`src/n2a_pkg.sv`:
```
// Shared constants, action codes and character helpers for the number-to-ASCII formatter.
`timescale 1ns / 1ps

package n2a_pkg;

  localparam int BUFFER_DEPTH_DEF = 64;
  localparam int MAX_DEC_DIGITS   = 10;
  localparam int VALUE_W          = 32;
  localparam int DEC_W            = 4 * MAX_DEC_DIGITS;

  localparam logic [2:0] ACT_CHAR     = 3'd0;
  localparam logic [2:0] ACT_DECIMAL  = 3'd1;
  localparam logic [2:0] ACT_HEX_BYTE = 3'd2;
  localparam logic [2:0] ACT_HEX_WORD = 3'd3;
  localparam logic [2:0] ACT_REWIND   = 3'd4;

  localparam logic [7:0] ASC_ZERO   = 8'h30;
  localparam logic [7:0] ASC_X      = 8'h78;
  localparam logic [7:0] ASC_A_OFFS = 8'h37;  // 'A' - 10

  function automatic logic [7:0] hex_char(input logic [3:0] nib);
    logic [7:0] ext;
    ext = {4'b0000, nib & 4'h0F};
    if (ext <= 8'd9) begin
      return ext + ASC_ZERO;
    end
    return ext + ASC_A_OFFS;
  endfunction

endpackage

```
`src/n2a_bcd.sv`:
```
// Iterative shift-and-add-3 binary to BCD converter, one bit per cycle.
`timescale 1ns / 1ps

module n2a_bcd
  import n2a_pkg::*;
(
  input  logic               clk,
  input  logic               rst_n,
  input  logic               start,
  input  logic [VALUE_W-1:0] bin,
  output logic               done,
  output logic [DEC_W-1:0]   bcd
);

  localparam int CNT_W = $clog2(VALUE_W);

  logic               busy_r, busy_nxt;
  logic               done_r, done_nxt;
  logic [CNT_W-1:0]   cnt_r, cnt_nxt;
  logic [VALUE_W-1:0] bin_r, bin_nxt;
  logic [DEC_W-1:0]   bcd_r, bcd_nxt;
  logic [DEC_W-1:0]   adj;

  // Correct every digit that would overflow on the next doubling.
  always_comb begin
    for (int i = 0; i < MAX_DEC_DIGITS; i++) begin
      adj[i*4 +: 4] = (bcd_r[i*4 +: 4] >= 4'd5) ? bcd_r[i*4 +: 4] + 4'd3 : bcd_r[i*4 +: 4];
    end
  end

  always_comb begin
    busy_nxt = busy_r;
    done_nxt = 1'b0;
    cnt_nxt  = cnt_r;
    bin_nxt  = bin_r;
    bcd_nxt  = bcd_r;
    if (start) begin
      busy_nxt = 1'b1;
      cnt_nxt  = '0;
      bin_nxt  = bin;
      bcd_nxt  = '0;
    end else if (busy_r) begin
      {bcd_nxt, bin_nxt} = {adj[DEC_W-2:0], bin_r, 1'b0};
      cnt_nxt            = cnt_r + CNT_W'(1);
      if (cnt_r == CNT_W'(VALUE_W - 1)) begin
        busy_nxt = 1'b0;
        done_nxt = 1'b1;
      end
    end
  end

  always_ff @(posedge clk) begin
    if (!rst_n) begin
      busy_r <= 1'b0;
      done_r <= 1'b0;
      cnt_r  <= '0;
    end else begin
      busy_r <= busy_nxt;
      done_r <= done_nxt;
      cnt_r  <= cnt_nxt;
    end
    bin_r <= bin_nxt;
    bcd_r <= bcd_nxt;
  end

  assign done = done_r;
  assign bcd  = bcd_r;

endmodule

```
`src/number_to_ascii_text_formatter.sv`:
```
// Top level of the number-to-ASCII formatter: sequencer, position tracker and output register.
`timescale 1ns / 1ps

// Channel  Direction  Handshake        Payload
// in_      input      in_valid/stall   action[3], value[32], digit_count[4]
// out_     output     out_valid/stall  char_code[8], position[6], stored, last
//
// Char mode emits one beat, hex byte two digit beats, hex word a "0x" prefix and
// eight digits. Decimal first runs the value through the shift-and-add-3 converter
// (one value bit per cycle), then emits digit_count beats, 10 at most; a zero count emits none.
// Rewind and unused action codes emit nothing.
// Emission advances one beat per cycle while the output register is free or being
// drained; an out_stall holds the sequencer. A new item is taken as soon as the
// last beat of the previous one sits in the output register.
// Synchronous active-low reset clears the write position and all control state.

module number_to_ascii_text_formatter
  import n2a_pkg::*;
#(
  parameter int BUFFER_DEPTH = BUFFER_DEPTH_DEF
) (
  input  logic         clk,
  input  logic         rst_n,
  input  logic         in_valid,
  output logic         in_stall,
  input  logic [2:0]   in_action,
  input  logic [31:0]  in_value,
  input  logic [3:0]   in_digit_count,
  output logic         out_valid,
  input  logic         out_stall,
  output logic [7:0]   out_char_code,
  output logic [5:0]   out_position,
  output logic         out_stored,
  output logic         out_last
);

  localparam int WP_W = $clog2(BUFFER_DEPTH + 1);

  localparam logic [1:0] S_IDLE = 2'd0;
  localparam logic [1:0] S_CONV = 2'd1;
  localparam logic [1:0] S_EMIT = 2'd2;

  logic [1:0]       state_r, state_nxt;
  logic [2:0]       act_r, act_nxt;
  logic [DEC_W-1:0] src_r, src_nxt;    // digits to emit: BCD or raw value
  logic [3:0]       idx_r, idx_nxt;    // digit index, counts down to zero
  logic [1:0]       pfx_r, pfx_nxt;    // "0x" prefix characters still to go
  logic [WP_W-1:0]  wp_r, wp_nxt;
  logic [WP_W+5:0]  wp_ext;

  logic             out_valid_r, out_valid_nxt;
  logic [7:0]       char_r, char_nxt;
  logic [5:0]       pos_r, pos_nxt;
  logic             stored_r, stored_nxt;
  logic             last_r, last_nxt;

  logic             in_fire;
  logic             out_ok;
  logic             emit_fire;
  logic             emit_last;
  logic             has_room;
  logic [3:0]       nib;
  logic [7:0]       emit_char;
  logic [3:0]       cnt_sat;
  logic             conv_start;
  logic             conv_done;
  logic [DEC_W-1:0] conv_bcd;

  n2a_bcd u_bcd (
    .clk   (clk),
    .rst_n (rst_n),
    .start (conv_start),
    .bin   (src_r[VALUE_W-1:0]),
    .done  (conv_done),
    .bcd   (conv_bcd)
  );

  assign in_stall  = (state_r != S_IDLE);
  assign in_fire   = in_valid && !in_stall;
  assign out_ok    = !out_valid_r || !out_stall;
  assign emit_fire = (state_r == S_EMIT) && out_ok;
  assign emit_last = (pfx_r == 2'd0) && (idx_r == 4'd0);
  assign has_room  = (wp_r < WP_W'(BUFFER_DEPTH));
  assign wp_ext    = {6'b000000, wp_r};

  // Kick the converter in the cycle after a decimal item is latched.
  assign conv_start = (state_r == S_CONV) && (pfx_r == 2'd3);

  assign cnt_sat = (in_digit_count > 4'(MAX_DEC_DIGITS)) ? 4'(MAX_DEC_DIGITS) : in_digit_count;
  assign nib     = src_r[{idx_r, 2'b00} +: 4];

  // Pick the character for the current beat.
  always_comb begin
    priority if (act_r == ACT_CHAR) begin
      emit_char = src_r[7:0];
    end else if (pfx_r == 2'd2) begin
      emit_char = ASC_ZERO;
    end else if (pfx_r == 2'd1) begin
      emit_char = ASC_X;
    end else if (act_r == ACT_DECIMAL) begin
      emit_char = ASC_ZERO + {4'b0000, nib};
    end else begin
      emit_char = hex_char(nib);
    end
  end

  always_comb begin
    state_nxt     = state_r;
    act_nxt       = act_r;
    src_nxt       = src_r;
    idx_nxt       = idx_r;
    pfx_nxt       = pfx_r;
    wp_nxt        = wp_r;
    out_valid_nxt = out_valid_r && out_stall;
    char_nxt      = char_r;
    pos_nxt       = pos_r;
    stored_nxt    = stored_r;
    last_nxt      = last_r;

    unique case (state_r)
      S_IDLE: begin
        if (in_fire) begin
          act_nxt = in_action;
          src_nxt = {{(DEC_W-VALUE_W){1'b0}}, in_value};
          pfx_nxt = 2'd0;
          unique case (in_action)
            ACT_CHAR: begin
              idx_nxt   = 4'd0;
              state_nxt = S_EMIT;
            end
            ACT_DECIMAL: begin
              // A zero digit count gives no beats at all.
              if (cnt_sat != 4'd0) begin
                idx_nxt   = cnt_sat - 4'd1;
                pfx_nxt   = 2'd3;      // marks the converter start cycle
                state_nxt = S_CONV;
              end
            end
            ACT_HEX_BYTE: begin
              idx_nxt   = 4'd1;
              state_nxt = S_EMIT;
            end
            ACT_HEX_WORD: begin
              idx_nxt   = 4'd7;
              pfx_nxt   = 2'd2;
              state_nxt = S_EMIT;
            end
            ACT_REWIND: begin
              wp_nxt = '0;
            end
            default: begin
              // Unused action codes: drop the item.
            end
          endcase
        end
      end
      S_CONV: begin
        pfx_nxt = 2'd0;
        if (conv_done) begin
          src_nxt   = conv_bcd;
          state_nxt = S_EMIT;
        end
      end
      S_EMIT: begin
        if (emit_fire) begin
          out_valid_nxt = 1'b1;
          char_nxt      = emit_char;
          pos_nxt       = wp_ext[5:0];
          stored_nxt    = has_room;
          last_nxt      = emit_last;
          // Advance the write position only while the buffer has room.
          if (has_room) begin
            wp_nxt = wp_r + WP_W'(1);
          end
          if (pfx_r != 2'd0) begin
            pfx_nxt = pfx_r - 2'd1;
          end else if (!emit_last) begin
            idx_nxt = idx_r - 4'd1;
          end
          if (emit_last) begin
            state_nxt = S_IDLE;
          end
        end
      end
      default: begin
        state_nxt = S_IDLE;
      end
    endcase
  end

  always_ff @(posedge clk) begin
    if (!rst_n) begin
      state_r     <= S_IDLE;
      wp_r        <= '0;
      out_valid_r <= 1'b0;
      pfx_r       <= 2'd0;
      idx_r       <= 4'd0;
    end else begin
      state_r     <= state_nxt;
      wp_r        <= wp_nxt;
      out_valid_r <= out_valid_nxt;
      pfx_r       <= pfx_nxt;
      idx_r       <= idx_nxt;
    end
    act_r    <= act_nxt;
    src_r    <= src_nxt;
    char_r   <= char_nxt;
    pos_r    <= pos_nxt;
    stored_r <= stored_nxt;
    last_r   <= last_nxt;
  end

  assign out_valid     = out_valid_r;
  assign out_char_code = char_r;
  assign out_position  = pos_r;
  assign out_stored    = stored_r;
  assign out_last      = last_r;

  // The write position never passes the buffer depth.
  a_wp_bound: assert property (@(posedge clk) disable iff (!rst_n)
    wp_r <= WP_W'(BUFFER_DEPTH))
    else $error("write position beyond buffer depth");

  // A stored beat advances the write position by exactly one.
  a_wp_step: assert property (@(posedge clk) disable iff (!rst_n)
    (emit_fire && has_room) |=> (wp_r == $past(wp_r) + WP_W'(1)))
    else $error("write position did not advance on a stored beat");

  // The final beat of an item returns the sequencer to idle and flags last.
  a_last_idle: assert property (@(posedge clk) disable iff (!rst_n)
    (emit_fire && emit_last) |=> (state_r == S_IDLE && out_valid_r && last_r))
    else $error("final beat did not close the item");

  // The converter reports completion only while the sequencer waits for it.
  a_conv_done: assert property (@(posedge clk) disable iff (!rst_n)
    conv_done |-> (state_r == S_CONV))
    else $error("converter finished outside the conversion phase");

endmodule
```
`config.mk`:
```
export PLATFORM = sky130hd
export DESIGN_NAME = number_to_ascii_text_formatter
export DESIGN_NICKNAME = d
export VERILOG_FILES = /design/src/n2a_pkg.sv /design/src/n2a_bcd.sv /design/src/number_to_ascii_text_formatter.sv
export SDC_FILE = /design/constraint.sdc
export NUM_CORES = 1
export LEC_CHECK = 0
export ABC_CLOCK_PERIOD_IN_PS = 7000
export BUFFER_PORTS_ARGS = -buffer_cell sky130_fd_sc_hd__buf_2
export CORE_UTILIZATION = 60
export CTS_CLUSTER_SIZE = 20
export DETAILED_ROUTE_END_ITERATION = 8
export PLACE_DENSITY = 0.8
export SETUP_SLACK_MARGIN = 0.02
export SYNTH_ARGS = -nofsm -noshare
export SYNTH_HDL_FRONTEND = slang
export SYNTH_SLANG_ARGS = --single-unit
```
`constraint.sdc`:
```
create_clock -name clk -period 7 [get_ports clk]
set_clock_uncertainty 0.2 [all_clocks]
set_input_delay 0 -clock clk [delete_from_list [all_inputs] [get_ports clk]]
set_output_delay 0 -clock clk [all_outputs]
set_load 0.02 [all_outputs]
```
==> impl_metrics.yaml <==
die:
  start_util: 0.627
  die_w_um: 115
  rows: 40
  core_area_um2: 12300
  die_h_um: 115
  io-pin-count: 61
  die_area_um2: 13300
synthesis:
  synth.most_common_cell: "nand2_1"
  async_reset_ff_frac: 0
  syn_inst: 758
  ys_seq_area_frac: 0.520
  synth-main-ff-cell: "edfxtp_1"
  synth_warnings: 0
  synth_top_cell_area_share: 0.356
  synth-edff-count: 91
  avgSynthCellArea_um2: 10.1
  post_synth_num_cell_types: 55
  synth_area_leader_cell: "edfxtp_1"
  ys_ff_latch: 154
  syn_nets: 837
  syn_area_um2: 7690
  synth_area_leaders: "edfxtp_1 (36%), dfxtp_1 (16%), nand2_1 (6.7%)"
  synth_common_cells: "nand2_1 (137), edfxtp_1 (91), nor2_1 (71)"
worst_setup_path:
  endpoint_kind: "flop"
  cp_slowest_cell: "dfxtp_1"
  crit_family: "compound AO/OA/AOI/OAI gates"
  cp.depth: 9
  path_buf_inv: 1
  cp_slowest_stage_delay_ns: 0.88
  r2r_start: "idx_r[1]"
  crit_required_ns: 6.97
  arrival_ns: 3.05
  r2r_setup_slack_ns: 3.92
  path_class: "flop to flop"
  start_kind: "flop"
  timing.rr.end: "out_char_code[1]"
  crit_chain: "mux2i_1 > a31oi_1 > a31oi_1 > inv_1 > ha_1 > nor2_1 > o2111a_1 > mux2i_1 > a22o_1"
  cp_max_fo: 18
  rr_worst_depth: 9
  crit_end: "out_char_code[1]"
  cp-startpoint: "idx_r[1]"
clock_tree:
  clk_pin_slew_worst_paths_ns: 0.06
  clock-root-buffer: "clkbuf_16"
  h-tree-depth: 4
  cts_buffers: 17
  cts_setup_buffers: 0
  cts.sinks: 154
  post_cts_resized: 0
  cts_buffer_depth: 2
  cts_tree: "yes"
  clock_latency_ns: 0.43
global_routing:
  grt_overflow: 0
  grt_pass1_vias: 5713
  grt_max_degree: 72
  track_usage: 0.275
  grt_pass1_wl_um: 27600
  antenna_found_initial: 0
sta:
  fmax_mhz: 324
  maxSlewHeadroom: 0.258
  setup_violations: 0
  finalCritPeriodShare: 0.440
  drv_slew: 0
  tightest_slew_ns: 1.11
  grt_setup_unrepaired: "false"
  fin_crit_ns: 3.08
  hold_viol_final: 0
  setup_tns_ns: 0
  hold_slack_ns: 0.0595
run:
  cap_violations: 0
power:
  swShare: 0.329
  p_leak_nw: 3.50
  ir_drop_mv: 0.213
  power_frac_seq: 0.445
  switchingPower_mw: 1.06
  pwr-share-comb: 0.292
  power.share.clock: 0.263
  power.internal_mw: 2.16
  powerDensity_nw_per_um2: 355
layout:
  multi_input_area_um2: 3460
  fin_util: 0.743
  syn_to_final_growth_pct: 18.5
  drive_gt1_frac: 0.152
  seq_area_um2: 3990
  fillers: 802
  fin_nets: 935
drt:
  ant_nets: 0
  vias: 5878
  drc: 0
  drt_iter0_markers: 420
  drt-total-wl_um: 16900
  vias_per_cell: 5.66
  firstDrtPassIters: 5
  avgRoutedWirePerCell_um: 16.3
worst_hold_path:
  min_path_type: "primary input to flop"
placement:
  io_buffers: 60
  dp_hpwl_um: 11300
  finalWeightedCongestion: 0.932
outcome:
  run_status: "complete, no violations"
## layout make-up
| cell class | count | share of cell area |
|---|---|---|
| antenna | 1 | 0.000275 |
| clock buffer | 20 | 0.0480 |
| clock inverter | 12 | 0.0117 |
| inverter | 34 | 0.0140 |
| multi-input combinational | 540 | 0.379 |
| sequential | 154 | 0.439 |
| tap | 168 | 0.0231 |
| timing repair buffer | 109 | 0.0849 |
## flip-flops by register name, indices dropped and copies added, names as in the netlist, 3 cells and up
register       cells
u_bcd.bcd         40
out_position       6
out_char_code      8
u_bcd.cnt_r        5
wp_r               7
u_bcd.bin_r       32
act_r              3
src_r             40
idx_r              4
## per-layer routing
metal	GRT usage	vias up	share of wire
met1	0.347	2768	0.42
met3	0.0585	46	0.066
met5	0	-	0
met4	0.144	0	0.031
li1	-	2830	-
met2	0.446	234	0.48
## how the worst min path moves through the flow
stage | start | cells after the start | end | slack, ns
6_report | in_digit_count[2] | 7 | idx_r[2] | 0.06
5_1_grt | in_digit_count[2] | 7 | idx_r[2] | 0.12
4_1_cts | in_digit_count[2] | 7 | idx_r[2] | 0.03
3_5_place_dp | in_action[0] | 1 | act_r[0] | 0.06
3_3_place_gp | in_action[0] | 1 | act_r[0] | 0.05
2_1_floorplan | in_action[0] | 0 | act_r[0] | -0.10
## stage by stage
stage / power [mW] / worst slack (ns) / std cells / area (um2)
2_1_floorplan: 2.08 / 2.26 / 758 / 7690
3_3_place_gp: 2.33 / 4.01 / 963 / 8140
3_5_place_dp: 2.36 / 3.91 / 963 / 8140
4_1_cts: 3.23 / 3.92 / 1037 / 9100
5_1_grt: 3.39 / 3.68 / 1037 / 9100
6_report: 3.23 / 3.92 / 1038 / 9110
## timing repair
action,4_1_cts,5_1_grt
endpoints found under the setup margin,0,0
endpoints found under the hold margin,77,0
hold buffers,42,0
## cell families (layout without fill, tap and decap cells)
kind of cell | after synthesis | in the layout | synth area share
AND/OR/NAND/NOR | 285 | 285 | 0.162
multiplexers | 67 | 67 | 0.0959
adder cells (fa/ha/maj) | 36 | 36 | 0.0586
buffers and inverters | 64 | 175 | 0.0326
flip-flops | 154 | 154 | 0.520
AO/OA/AOI/OAI | 122 | 122 | 0.0967
other | 0 | 1 | 0
XOR/XNOR | 30 | 30 | 0.0342
## power groups by stage
stage	Clock (mW)	Sequential [mW]	Combinational (mW)
after CTS	0.862	1.43	0.936
after global placement	0	1.44	0.884
after floorplan	0	1.40	0.679
after detailed placement	0	1.45	0.911
final	0.850	1.44	0.943
after global routing	0.893	1.46	1.04
## cell usage in the layout, fill, tap and decap left out, types with 5 or more instances in the layout
cell type      instances
xor2_1                15
ha_1                  36
a21oi_1               48
o21ai_0               35
and2_1                 6
clkinv_1               8
buf_4                  7
o31ai_1                5
a31oi_1                6
dlygate4sd3_1         42
nand4_1                5
dfxtp_1               63
inv_1                 34
nor3_1                15
nand2b_1              13
mux2i_1               32
nor2_1                71
nand2_1              137
buf_2                 60
edfxtp_1              91
mux2_2                33
clkbuf_16             17
xnor2_1               15
nor2b_1                6
nand3_1               14
## worst min-delay path, delay by kind of cell
kind,cells,cell delay [ns]
buffers and inverters,1,0.13
AND/OR/NAND/NOR,3,0.28
AO/OA/AOI/OAI,2,0.14
XOR/XNOR,1,0.08
(Power assumes the default switching activity.)
